File: src/design/masked_byte_pattern_scanner_assert.svh
// Assertion macros used by the scanner core.
// Each macro checks on the rising edge of i_clk and is off while reset is held.
`ifndef MASKED_BYTE_PATTERN_SCANNER_ASSERT_SVH
`define MASKED_BYTE_PATTERN_SCANNER_ASSERT_SVH

// The consequent must hold in the same cycle as the antecedent.
`define MBPS_ASSERT_SAME(label, ante, cons, msg) \
    label: assert property (@(posedge i_clk) disable iff (!i_rst_n) (ante) |-> (cons)) \
        else $error(msg);

// The consequent must hold in the cycle after the antecedent.
`define MBPS_ASSERT_NEXT(label, ante, cons, msg) \
    label: assert property (@(posedge i_clk) disable iff (!i_rst_n) (ante) |=> (cons)) \
        else $error(msg);

`endif

File: src/design/mbps_pkg.sv
`default_nettype none

package mbps_pkg;

    localparam int BYTE_W            = 8;
    localparam int MAX_PATTERN_BYTES = 16;
    localparam int MAX_REGION_BYTES  = 65536;
    localparam int LEN_W             = 5;
    localparam int EFF_W             = $clog2(MAX_PATTERN_BYTES + 1);
    localparam int IDX_W             = $clog2(MAX_PATTERN_BYTES);
    localparam int COUNT_W           = $clog2(MAX_REGION_BYTES + 1);
    localparam int OFFSET_W          = 16;
    localparam int MASK_W            = 16;
    localparam int HALF_BYTES        = 8;
    localparam int CFG_DATA_W        = 64;
    localparam int CFG_INDEX_W       = 3;

    localparam logic [MASK_W-1:0] MASK_RESET   = '1;
    localparam logic [LEN_W-1:0]  LENGTH_RESET = LEN_W'(1);
    localparam logic [BYTE_W-1:0] KEY_RESET    = 8'h00;

    typedef enum logic [CFG_INDEX_W-1:0] {
        CFG_PATTERN_LOW  = 3'd0,
        CFG_PATTERN_HIGH = 3'd1,
        CFG_COMPARE_MASK = 3'd2,
        CFG_PATTERN_LEN  = 3'd3,
        CFG_XOR_KEY      = 3'd4
    } t_cfg_index;

    // Settings as the compare logic sees them: keyed pattern bytes,
    // compare mask and the clamped pattern length.
    typedef struct packed {
        logic [MAX_PATTERN_BYTES-1:0][BYTE_W-1:0] want;
        logic [MASK_W-1:0]                        mask;
        logic [EFF_W-1:0]                         eff_len;
    } t_cfg;

    typedef struct packed {
        logic                valid;
        logic                found;
        logic [OFFSET_W-1:0] offset;
    } t_result;

endpackage

`default_nettype wire

File: src/design/mbps_cfg.sv
`default_nettype none

module mbps_cfg (
    input  wire logic                               i_clk,
    input  wire logic                               i_rst_n,
    input  wire logic                               i_cfg_wr_en,
    input  wire logic [mbps_pkg::CFG_INDEX_W-1:0]   i_cfg_index,
    input  wire logic [mbps_pkg::CFG_DATA_W-1:0]    i_cfg_wr_data,
    output mbps_pkg::t_cfg                          o_cfg
);

    logic [mbps_pkg::CFG_DATA_W-1:0] r_pattern_low;
    logic [mbps_pkg::CFG_DATA_W-1:0] r_pattern_high;
    logic [mbps_pkg::MASK_W-1:0]     r_mask;
    logic [mbps_pkg::LEN_W-1:0]      r_length;
    logic [mbps_pkg::BYTE_W-1:0]     r_key;

    always_ff @(posedge i_clk) begin
        if (!i_rst_n) begin
            r_pattern_low  <= '0;
            r_pattern_high <= '0;
            r_mask         <= mbps_pkg::MASK_RESET;
            r_length       <= mbps_pkg::LENGTH_RESET;
            r_key          <= mbps_pkg::KEY_RESET;
        end else if (i_cfg_wr_en) begin
            unique case (i_cfg_index)
                mbps_pkg::CFG_PATTERN_LOW:  r_pattern_low  <= i_cfg_wr_data;
                mbps_pkg::CFG_PATTERN_HIGH: r_pattern_high <= i_cfg_wr_data;
                mbps_pkg::CFG_COMPARE_MASK: r_mask   <= i_cfg_wr_data[mbps_pkg::MASK_W-1:0];
                mbps_pkg::CFG_PATTERN_LEN:  r_length <= i_cfg_wr_data[mbps_pkg::LEN_W-1:0];
                mbps_pkg::CFG_XOR_KEY:      r_key    <= i_cfg_wr_data[mbps_pkg::BYTE_W-1:0];
                default: ;
            endcase
        end
    end

    always_comb begin
        for (int c = 0; c < mbps_pkg::HALF_BYTES; c++) begin
            o_cfg.want[c] = r_pattern_low[c*mbps_pkg::BYTE_W +: mbps_pkg::BYTE_W] ^ r_key;
            o_cfg.want[c+mbps_pkg::HALF_BYTES] =
                r_pattern_high[c*mbps_pkg::BYTE_W +: mbps_pkg::BYTE_W] ^ r_key;
        end
        o_cfg.mask = r_mask;
        // Lengths above the window depth behave as a full-depth pattern.
        if (r_length > mbps_pkg::LEN_W'(mbps_pkg::MAX_PATTERN_BYTES)) begin
            o_cfg.eff_len = mbps_pkg::EFF_W'(mbps_pkg::MAX_PATTERN_BYTES);
        end else begin
            o_cfg.eff_len = mbps_pkg::EFF_W'(r_length);
        end
    end

endmodule

`default_nettype wire

File: src/design/mbps_core.sv
`default_nettype none

module mbps_core (
    input  wire logic                          i_clk,
    input  wire logic                          i_rst_n,
    input  wire logic                          i_fire,
    input  wire logic [mbps_pkg::BYTE_W-1:0]   i_byte,
    input  wire logic                          i_last,
    input  wire mbps_pkg::t_cfg                i_cfg,
    output mbps_pkg::t_result                  o_result
);

`include "masked_byte_pattern_scanner_assert.svh"

    logic [mbps_pkg::MAX_PATTERN_BYTES-1:0][mbps_pkg::BYTE_W-1:0] r_window;
    logic [mbps_pkg::MAX_PATTERN_BYTES-1:0][mbps_pkg::BYTE_W-1:0] n_window;
    logic [mbps_pkg::COUNT_W-1:0] r_bytes_seen;
    logic [mbps_pkg::COUNT_W-1:0] n_bytes_seen;
    logic                         r_reported;

    logic [mbps_pkg::MAX_PATTERN_BYTES-1:0] lane_ok;
    logic [mbps_pkg::COUNT_W-1:0]           eff_ext;
    logic [mbps_pkg::COUNT_W-1:0]           start_off;
    logic                                   hit;

    always_comb begin
        n_window[0] = i_byte;
        for (int k = 1; k < mbps_pkg::MAX_PATTERN_BYTES; k++) begin
            n_window[k] = r_window[k-1];
        end
    end

    always_comb begin
        if (r_bytes_seen >= mbps_pkg::COUNT_W'(mbps_pkg::MAX_REGION_BYTES)) begin
            n_bytes_seen = r_bytes_seen;
        end else begin
            n_bytes_seen = r_bytes_seen + mbps_pkg::COUNT_W'(1);
        end
    end

    // Pattern byte c lines up with the window entry eff_len-1-c, counted
    // from the newest byte.
    always_comb begin
        logic [mbps_pkg::EFF_W-1:0] idx;
        for (int c = 0; c < mbps_pkg::MAX_PATTERN_BYTES; c++) begin
            idx = i_cfg.eff_len - mbps_pkg::EFF_W'(c + 1);
            if ((mbps_pkg::EFF_W'(c) < i_cfg.eff_len) && i_cfg.mask[c]) begin
                lane_ok[c] = (n_window[idx[mbps_pkg::IDX_W-1:0]] == i_cfg.want[c]);
            end else begin
                lane_ok[c] = 1'b1;
            end
        end
    end

    always_comb begin
        eff_ext = mbps_pkg::COUNT_W'(i_cfg.eff_len);
        hit     = !r_reported && (n_bytes_seen >= eff_ext) && (&lane_ok);
        // An empty pattern starts at the byte just taken.
        if (i_cfg.eff_len == '0) begin
            start_off = n_bytes_seen - mbps_pkg::COUNT_W'(1);
        end else begin
            start_off = n_bytes_seen - eff_ext;
        end
        o_result.valid  = i_fire && (hit || (i_last && !r_reported));
        o_result.found  = hit;
        o_result.offset = hit ? start_off[mbps_pkg::OFFSET_W-1:0] : '0;
    end

    always_ff @(posedge i_clk) begin
        if (i_fire) begin
            r_window <= n_window;
        end
    end

    always_ff @(posedge i_clk) begin
        if (!i_rst_n) begin
            r_bytes_seen <= '0;
            r_reported   <= 1'b0;
        end else if (i_fire) begin
            if (i_last) begin
                r_bytes_seen <= '0;
                r_reported   <= 1'b0;
            end else begin
                r_bytes_seen <= n_bytes_seen;
                if (hit) begin
                    r_reported <= 1'b1;
                end
            end
        end
    end

    `MBPS_ASSERT_SAME(a_no_second_match, r_reported, !(o_result.valid && o_result.found), "second match reported in one region")
    `MBPS_ASSERT_SAME(a_miss_only_at_end, o_result.valid && !o_result.found, i_last && i_fire, "not-found result before the region end")
    `MBPS_ASSERT_NEXT(a_clear_after_end, i_fire && i_last, (r_bytes_seen == '0) && !r_reported, "state not cleared after region end")
    `MBPS_ASSERT_SAME(a_count_saturates, 1'b1, r_bytes_seen <= mbps_pkg::COUNT_W'(mbps_pkg::MAX_REGION_BYTES), "byte count beyond region limit")

endmodule

`default_nettype wire

File: src/design/masked_byte_pattern_scanner.sv
// Masked byte pattern scanner: streams one byte per item and reports the first
// offset in each region where the keyed, masked pattern matches, or a single
// "not found" result on the region's last byte when it never matches. It takes
// one item every clock cycle while the output is not stalled; an item passes an
// input register, then the sixteen-lane window compare, and its result, if any,
// sits in the output register. Input ready drops only while both registers are
// full and the output is stalled. Configuration is written through the plain
// write port; the user must write it only while the stream is idle, as the block
// itself does not enforce this; there is no clearing pass after reset.
`default_nettype none

module masked_byte_pattern_scanner (
    input  wire logic                              i_clk,
    input  wire logic                              i_rst_n,
    // configuration write port
    input  wire logic                              i_cfg_wr_en,
    input  wire logic [mbps_pkg::CFG_INDEX_W-1:0]  i_cfg_index,
    input  wire logic [mbps_pkg::CFG_DATA_W-1:0]   i_cfg_wr_data,
    // input bytes
    input  wire logic                              s_axis_tvalid,
    output      logic                              s_axis_tready,
    input  wire logic [7:0]                        s_axis_tdata,  // [7:0] data_byte
    input  wire logic                              s_axis_tlast,  // region_end
    // results
    output      logic                              m_axis_tvalid,
    input  wire logic                              m_axis_tready,
    output      logic [15:0]                       m_axis_tdata,  // [15:0] match_offset
    output      logic                              m_axis_tuser   // [0] found
);

    mbps_pkg::t_cfg    w_cfg;
    mbps_pkg::t_result w_result;

    logic                        r_in_valid;
    logic [mbps_pkg::BYTE_W-1:0] r_in_byte;
    logic                        r_in_last;
    logic                        r_out_valid;
    logic                        r_out_found;
    logic [mbps_pkg::OFFSET_W-1:0] r_out_offset;
    logic                        w_out_free;
    logic                        w_fire;

    assign w_out_free    = !r_out_valid || m_axis_tready;
    assign w_fire        = r_in_valid && w_out_free;
    assign s_axis_tready = !r_in_valid || w_fire;

    mbps_cfg u_cfg (
        .i_clk         (i_clk),
        .i_rst_n       (i_rst_n),
        .i_cfg_wr_en   (i_cfg_wr_en),
        .i_cfg_index   (i_cfg_index),
        .i_cfg_wr_data (i_cfg_wr_data),
        .o_cfg         (w_cfg)
    );

    mbps_core u_core (
        .i_clk    (i_clk),
        .i_rst_n  (i_rst_n),
        .i_fire   (w_fire),
        .i_byte   (r_in_byte),
        .i_last   (r_in_last),
        .i_cfg    (w_cfg),
        .o_result (w_result)
    );

    always_ff @(posedge i_clk) begin
        if (!i_rst_n) begin
            r_in_valid <= 1'b0;
        end else if (s_axis_tready) begin
            r_in_valid <= s_axis_tvalid;
        end
    end

    always_ff @(posedge i_clk) begin
        if (s_axis_tvalid && s_axis_tready) begin
            r_in_byte <= s_axis_tdata;
            r_in_last <= s_axis_tlast;
        end
    end

    always_ff @(posedge i_clk) begin
        if (!i_rst_n) begin
            r_out_valid <= 1'b0;
        end else if (w_out_free) begin
            r_out_valid <= w_result.valid;
        end
    end

    always_ff @(posedge i_clk) begin
        if (w_result.valid) begin
            r_out_found  <= w_result.found;
            r_out_offset <= w_result.offset;
        end
    end

    assign m_axis_tvalid = r_out_valid;
    assign m_axis_tdata  = r_out_offset;
    assign m_axis_tuser  = r_out_found;

endmodule

`default_nettype wire
File: config.mk
export PLATFORM = sky130hd
export DESIGN_NAME = masked_byte_pattern_scanner
export DESIGN_NICKNAME = d
export VERILOG_FILES = /design/src/design/mbps_pkg.sv /design/src/design/mbps_cfg.sv /design/src/design/mbps_core.sv /design/src/design/masked_byte_pattern_scanner.sv
export VERILOG_INCLUDE_DIRS = /design/src /design/src/design
export SDC_FILE = /design/constraint.sdc
export NUM_CORES = 1
export LEC_CHECK = 0
export ABC_AREA = 1
export BUFFER_PORTS_ARGS = -buffer_cell sky130_fd_sc_hd__buf_4
export CORE_MARGIN = 4
export CORE_UTILIZATION = 45
export DETAILED_ROUTE_END_ITERATION = 8
export HOLD_SLACK_MARGIN = 0.02
export PLACE_DENSITY = 0.62
export SYNTH_ARGS = -nofsm -noshare
export SYNTH_HDL_FRONTEND = slang
export SYNTH_SLANG_ARGS = --single-unit
File: constraint.sdc
create_clock -name i_clk -period 6.1 [get_ports i_clk]
set_clock_uncertainty 0.2 [all_clocks]
set_input_delay 0.915 -clock i_clk [delete_from_list [all_inputs] [get_ports i_clk]]
set_output_delay 0.915 -clock i_clk [all_outputs]
set_load 0.1 [all_outputs]
==> results of run 1 <==
flip-flops by register name (all words and copies together), names as in the netlist, 5 cells and up:
name and cells:
m_axis_tdata 16, r_in_byte 8, u_cfg.r_key 8, u_cfg.r_length 5, u_cfg.r_mask 16, u_cfg.r_pattern_high 64
u_cfg.r_pattern_low 64, u_core.n_window 120, u_core.r_bytes_seen 17
cell families (layout without fill, tap and decap cells):
kind of cell | Yosys count | count (layout) | share of synthesized area
AO/OA/AOI/OAI | 265 | 265 | 0.0620
adder cells (fa/ha/maj) | 15 | 15 | 0.00857
AND/OR/NAND/NOR | 2328 | 2328 | 0.435
flip-flops | 323 | 323 | 0.348
XOR/XNOR | 168 | 168 | 0.0666
buffers and inverters | 442 | 476 | 0.0800
per-layer routing:
layer	routed length, um	vias to the layer above	part of all wire	track usage
li1	-	11499	-	-
met1	43000	11472	0.44	0.498
met2	42100	1183	0.43	0.529
met3	9250	170	0.094	0.0724
met4	4350	2	0.044	0.143
met5	10	-	0.00010	0
final cells by class:
class	instances	area [um2]	share of cell area
inverter	265	1010	0.0397
tap	672	841	0.0332
clock buffer	51	1110	0.0439
sequential	323	7930	0.313
timing repair buffer	142	1130	0.0446
clock inverter	18	226	0.00894
multi-input combinational	2776	13100	0.516
synth_stat cells, types with 3 or more instances:
cell	count	area share
a21oi_2	3	0.0012
clkinv_1	6	0.00099
nand3b_1	33	0.011
or2_2	5	0.0014
o21ai_0	183	0.040
a21o_1	4	0.0013
xor2_1	67	0.026
ha_1	14	0.0077
clkbuf_1	81	0.013
dfxtp_1	177	0.16
nor2_1	362	0.060
nand3_1	681	0.15
nor3_1	13	0.0029
buf_2	66	0.015
o211ai_1	8	0.0026
nor2_2	4	0.0011
buf_1	15	0.0025
nand2_1	1192	0.20
buf_4	11	0.0036
xnor2_1	98	0.038
edfxtp_1	146	0.19
a21oi_1	28	0.0062
inv_2	12	0.0020
buf_6	4	0.0020
nand2_2	6	0.0016
nor3b_1	3	0.00099
nand4_1	17	0.0047
o21ai_1	24	0.0053
inv_1	244	0.040
critical path, delay by kind of cell (launching register included):
| family | cells | cell delay [ps] |
|---|---|---|
| adders and majority gates | 1 | 250 |
| buffers and inverters | 5 | 1490 |
| DFF | 1 | 740 |
| and+or+nand+nor | 15 | 2110 |
through the flow:
stage	utilization	std cells	hold slack (ps)	power (mW)	cell area, um2
5_1_grt	0.506	4247	254	6.88	25300
6_report	0.506	4247	256	6.63	25300
2_1_floorplan	-	3541	221	3.54	22800
3_5_place_dp	0.479	4178	239	4.12	24000
4_1_cts	0.506	4247	253	6.61	25300
3_3_place_gp	0.479	4178	230	4.12	24000
worst max path at each step:
stage | depth (start not counted) | to | startpoint | slack [ps]
2_1_floorplan | 6 | m_axis_tdata[0]$_SDFFCE_PN0P_ | m_axis_tready | 1010
3_3_place_gp | 19 | m_axis_tdata[0]$_SDFFCE_PN0P_ | u_cfg.r_length[4]$_SDFFE_PN0P_ | 1160
3_5_place_dp | 21 | m_axis_tdata[6]$_SDFFCE_PN0P_ | u_cfg.r_length[4]$_SDFFE_PN0P_ | 1120
4_1_cts | 21 | m_axis_tuser$_DFFE_PP_ | u_cfg.r_length[4]$_SDFFE_PN0P_ | 1090
5_1_grt | 21 | m_axis_tdata[6]$_SDFFCE_PN0P_ | u_cfg.r_length[4]$_SDFFE_PN0P_ | 620
6_report | 21 | m_axis_tdata[11]$_SDFFCE_PN0P_ | u_cfg.r_length[4]$_SDFFE_PN0P_ | 960
report_power, final:
part	switching (mW)	total [mW]	internal [mW]	leakage (nW)
Sequential	0.0732	2.42	2.35	2.83
Clock	0.999	2.49	1.49	0.662
Combinational	1.21	1.71	0.501	8.50
Total	2.28	6.63	4.34	12.0
==> qor.csv, run 1 <==
stage,metric,value,unit
run_status,outcome,completed,
finish,diodes,0,
global_routing,gr-total-overflow,0,
critical_path,r2r_setup_slack,960,ps
yosys,yosysSeqAreaShare,0.348,
yosys,async_flop_share,0,
global_routing,antenna_found_initial,1,
critical_path,end_kind,register,
yosys,avgSynthCellArea,6.43,um2
finish,final_common_cell,nand2_1,
floorplanning,io_pins,100,
timing,fmax,194,MHz
yosys,ys_ff_latch,323,
worst_hold_path,holdPathStages,0,
yosys,yosys_warnings,0,
finish,fillCellCount,5171,
timing,tns,0,ps
critical_path,cpMaxStageDelayCell,dfxtp_1,
clock_network,clock_latency,580,ps
floorplanning,core,50100,um2
routing,vias,24326,
yosys,ys_types,54,
critical_path,crit_path_frequent_cell,nand2_1,
floorplanning,start_util,0.455,
routing,wirelength,98700,um
clock_network,cts-root-buf,clkbuf_16,
timing,rsz0062_at_grt,false,
timing,setup_viol_count_final,0,
clock_network,clockBufferDepth,3,
global_routing,grt_pass1_vias,22046,
place,place_congestion,0.992,
finish,layout_common_cells,"nand2_1, nand3_1, nor2_1",
clock_network,cts-hold-fix-buffers,0,
worst_hold_path,min_to,u_core.n_window[121]$_DFFE_PP_,
critical_path,ff2ff_path_depth,21,
clock_network,numClockSinks,323,
run,maxCapViolations,0,
timing,final-hold-violation-count,0,
routing,viasPerCell,5.73,
finish,area_growth_syn_to_layout,11.2,%
critical_path,r2r-start,u_cfg.r_length[4]$_SDFFE_PN0P_,
place,dpl_worst_slack,1120,ps
pwr,powerDensity,262,nW/um2
critical_path,start_kind,register,
timing,period_share,0.843,
routing,ant_nets,0,
clock_network,cts_made_buffers,39,
clock_network,cts_max_level,2,
clock_network,clk_pin_slew,60,ps
critical_path,critical_path_class,register to register,
floorplanning,rows,82,
critical_path,worstPathRequired,6140,ps
yosys,syn_nets,3637,
yosys,synth-main-ff-cell,dfxtp_1,
timing,drv_slew,0,
worst_hold_path,min_from,u_core.n_window[113]$_DFFE_PP_,
finish,nNetsFinal,3643,
clock_network,cts_tree,built,
floorplanning,die_x,233,um
global_routing,grt_max_degree,138,
routing,drc,0,
timing,slew_headroom,0.108,
yosys,synthCells,3541,
finish,drive_above_1_share,0.0713,
global_routing,grt.total_usage,0.353,
routing,drt_iter0_drc,2994,
routing,drt_pre_antenna_iters,6,
critical_path,crit_chain,"inv_6, nand2_8, ha_1, clkinv_1, buf_4, nand3_1, nand3_1, nand3_1, nand2_1, nand2_1, nand4_1, nor2_1, nand2_1, nand2_1, nand2_1, inv_1, nand2_1, nor2_1, nand3_1, nand2_1, buf_4",
pwr,leakage,12.0,nW
worst_hold_path,hold_path.class,register to register,
pwr,ir_drop,221,uV
floorplanning,die_area,54300,um2
yosys,synth_area,22800,um2
critical_path,cp_max_fo,66,
yosys,synth_edf_count,146,
clock_network,ctsResizeCount,0,
place,io_buffers,99,
place,dp_hpwl,75400,um
critical_path,crit_arrival,5180,ps
floorplanning,die_h,233,um
timing,timing.final.ws_setup,958,ps
clock_network,post-cts-setup-buffers,0,
critical_path,slowest_delay,740,ps
timing,min_period,5140,ps
critical_path,reg2reg_to,m_axis_tdata[11]$_SDFFCE_PN0P_,
routing,wl_per_cell,23.2,um
timing,tightest_slew,1340,ps
global_routing,grt_first_pass_wirelength,142000,um
Note: power is estimated with default switching activity, not from simulation.
==> run 2: changes to the inputs <==
Clock period 6.1 ns to 5.1 ns, I/O delays scaled along.
==> qor.csv, run 2 (same netlist as run 1, synthesis figures left out) <==
stage,metric,value,unit,change
run_status,outcome,completed,,
run,maxCapViolations,0,,unchanged
pwr,ir_drop,306,uV,+38%
finish,nNetsFinal,3656,,+0.36%
timing,final-hold-violation-count,0,,unchanged
timing,period_share,0.913,,+0.0701
critical_path,setup.worst_path.start,u_cfg.r_length[1]$_SDFFE_PN0P_,,
critical_path,cp_max_fo,71,,+7.6%
worst_hold_path,hold_path.class,input port to register,,
critical_path,start_kind,register,,
routing,viasPerCell,5.74,,+0.26%
critical_path,crit_family,simple AND/OR/NAND/NOR gates,,
place,place_congestion,1.04,,+4.7%
finish,area_growth_syn_to_layout,11.4,%,
clock_network,post-cts-setup-buffers,0,,unchanged
clock_network,clockBufferDepth,3,,unchanged
finish,final_common_cell,nand2_1,,
clock_network,cts_tree,built,,
global_routing,grt_first_pass_wirelength,142000,um,-0.20%
clock_network,clock_latency,570,ps,about the same
clock_network,numClockSinks,323,,unchanged
critical_path,crit_path_frequent_cell,nand2_1,,
floorplanning,die_x,233,um,unchanged
pwr,powerDensity,308,nW/um2,+18%
timing,rsz0062_at_grt,false,,
place,dp_hpwl,76300,um,+1.3%
critical_path,critical_path_depth,23,,+9.5%
global_routing,gr-total-overflow,0,,unchanged
critical_path,crit_buf_inv,5,,unchanged
critical_path,ff2ff_path_depth,23,,+9.5%
floorplanning,die_area,54300,um2,unchanged
timing,drv_slew,0,,unchanged
floorplanning,die_h,233,um,unchanged
global_routing,grt_pass1_vias,21707,,-1.5%
global_routing,grt.total_usage,0.353,,about the same
worst_hold_path,min_from,s_axis_tdata[0],,
global_routing,antenna_found_initial,1,,unchanged
finish,fillCellCount,5158,,-0.25%
critical_path,end_kind,register,,
critical_path,worstPathRequired,5140,ps,-1000 ps
clock_network,cts-root-buf,clkbuf_16,,
routing,drt_iter0_drc,3207,,+7.1%
floorplanning,rows,82,,unchanged
critical_path,cpMaxStageDelayCell,dfxtp_1,,
clock_network,cts-hold-fix-buffers,0,,unchanged
critical_path,critical_path_class,register to register,,
timing,min_period,4660,ps,-485 ps
finish,fin_util,0.507,,+0.00107
floorplanning,core,50100,um2,unchanged
routing,drc,0,,unchanged
timing,setup_viol_count_final,0,,unchanged
place,io_buffers,99,,unchanged
critical_path,crit_end,m_axis_tdata[10]$_SDFFCE_PN0P_,,
critical_path,r2r_setup_slack,440,ps,-510 ps
global_routing,grt_max_degree,125,,-9.4%
routing,wl_per_cell,23.2,um,-0.12%
routing,vias,24464,,+0.57%
critical_path,slowest_delay,460,ps,-280 ps
finish,largest_reg_flops,120,,unchanged
clock_network,ctsResizeCount,0,,unchanged
timing,tns,0,ps,unchanged
routing,drt_pre_antenna_iters,9,,+3
timing,slew_headroom,0.310,,+0.202
timing,tightest_slew,1030,ps,-309 ps
finish,diodes,0,,unchanged
clock_network,clk_pin_slew,60,ps,about the same
clock_network,cts_made_buffers,39,,unchanged
routing,ant_nets,0,,unchanged
timing,fmax,215,MHz,+10%
critical_path,crit_arrival,4700,ps,-480 ps
clock_network,cts_max_level,2,,unchanged
finish,drive_above_1_share,0.0750,,+0.00364
floorplanning,start_util,0.455,,unchanged
critical_path,r2r-start,u_cfg.r_length[1]$_SDFFE_PN0P_,,
critical_path,reg2reg_to,m_axis_tdata[10]$_SDFFCE_PN0P_,,
finish,layout_common_cells,"nand2_1, nand3_1, nor2_1",,
critical_path,crit_chain,"nand2_4, inv_4, buf_12, nand2_1, nand2_1, buf_4, nand3_1, nand3_1, nand2_1, nand2_1, nand2_1, inv_1, nand2_1, nor2_1, nand2_1, nand2_1, nand2_1, nor2_1, nand2_1, nor2_2, nand3_1, nand2_1, buf_4",,
floorplanning,io_pins,100,,unchanged
routing,wirelength,98800,um,+0.18%
pwr,leakage,12.0,nW,+0.27%
run 2: cell types whose count changed in the layout (fill, tap and decap cells not counted), moves of 3 or more:
cell        change
clkinvlp_4      +3
clkbuf_8        -3
clkinv_4        +3
buf_4          +12
run 2: routing by layer:
layer	part of all wire	GRT usage	wire [um]
met1	0.44	0.515	43500
met5	0	0	0
met2	0.40	0.499	40000
met4	0.045	0.140	4460
met3	0.11	0.0866	10900
run 2: worst register-to-register path, cell delays in order (launching register included):
cell     delay [ps]
dfxtp_1         460
nand2_4         290
inv_4           150
buf_12          300
nand2_1         190
nand2_1         140
buf_4           430
nand3_1         320
nand3_1         190
nand2_1          60
nand2_1          50
nand2_1          50
inv_1            40
nand2_1          40
nor2_1          130
nand2_1         140
nand2_1         140
nand2_1          60
nor2_1           90
nand2_1          90
nor2_2          240
nand3_1         180
nand2_1         110
buf_4           240
run 2: worst min path at each step:
stage                                          end  slack (ps)  depth (start not counted)
floorplan            u_cfg.r_mask[10]$_SDFFE_PN1P_         220                          2
global placement     u_core.n_window[58]$_DFFE_PP_         230                          0
detailed placement  u_core.n_window[121]$_DFFE_PP_         230                          0
CTS                         r_in_byte[7]$_DFFE_PP_         160                          1
global route                r_in_byte[7]$_DFFE_PP_         170                          1
finish                      r_in_byte[0]$_DFFE_PP_         170                          1
run 2: final cells by class:
type | count | area [um2] | area share
clock buffer | 46 | 1040 | 0.0411
clock inverter | 23 | 243 | 0.00957
inverter | 265 | 1010 | 0.0396
multi-input combinational | 2776 | 13100 | 0.515
sequential | 323 | 7930 | 0.312
tap | 672 | 841 | 0.0331
timing repair buffer | 155 | 1240 | 0.0488
run 2: per-stage QoR:
step | area, um2 | power, mW | hold WS [ps] | cells | setup WS (ps)
after floorplan | 22800 | 4.24 | 221 | 3541 | 157
after global placement | 24100 | 4.92 | 233 | 4191 | 588
after detailed placement | 24100 | 4.93 | 234 | 4191 | 522
after CTS | 25400 | 7.77 | 159 | 4260 | 483
after global routing | 25400 | 8.11 | 167 | 4260 | 112
final | 25400 | 7.82 | 171 | 4260 | 443
run 2: power by group:
group	internal, mW	switching (mW)
combinational	0.607	1.45
sequential	2.81	0.0873
clock	1.67	1.20
total	5.09	2.73
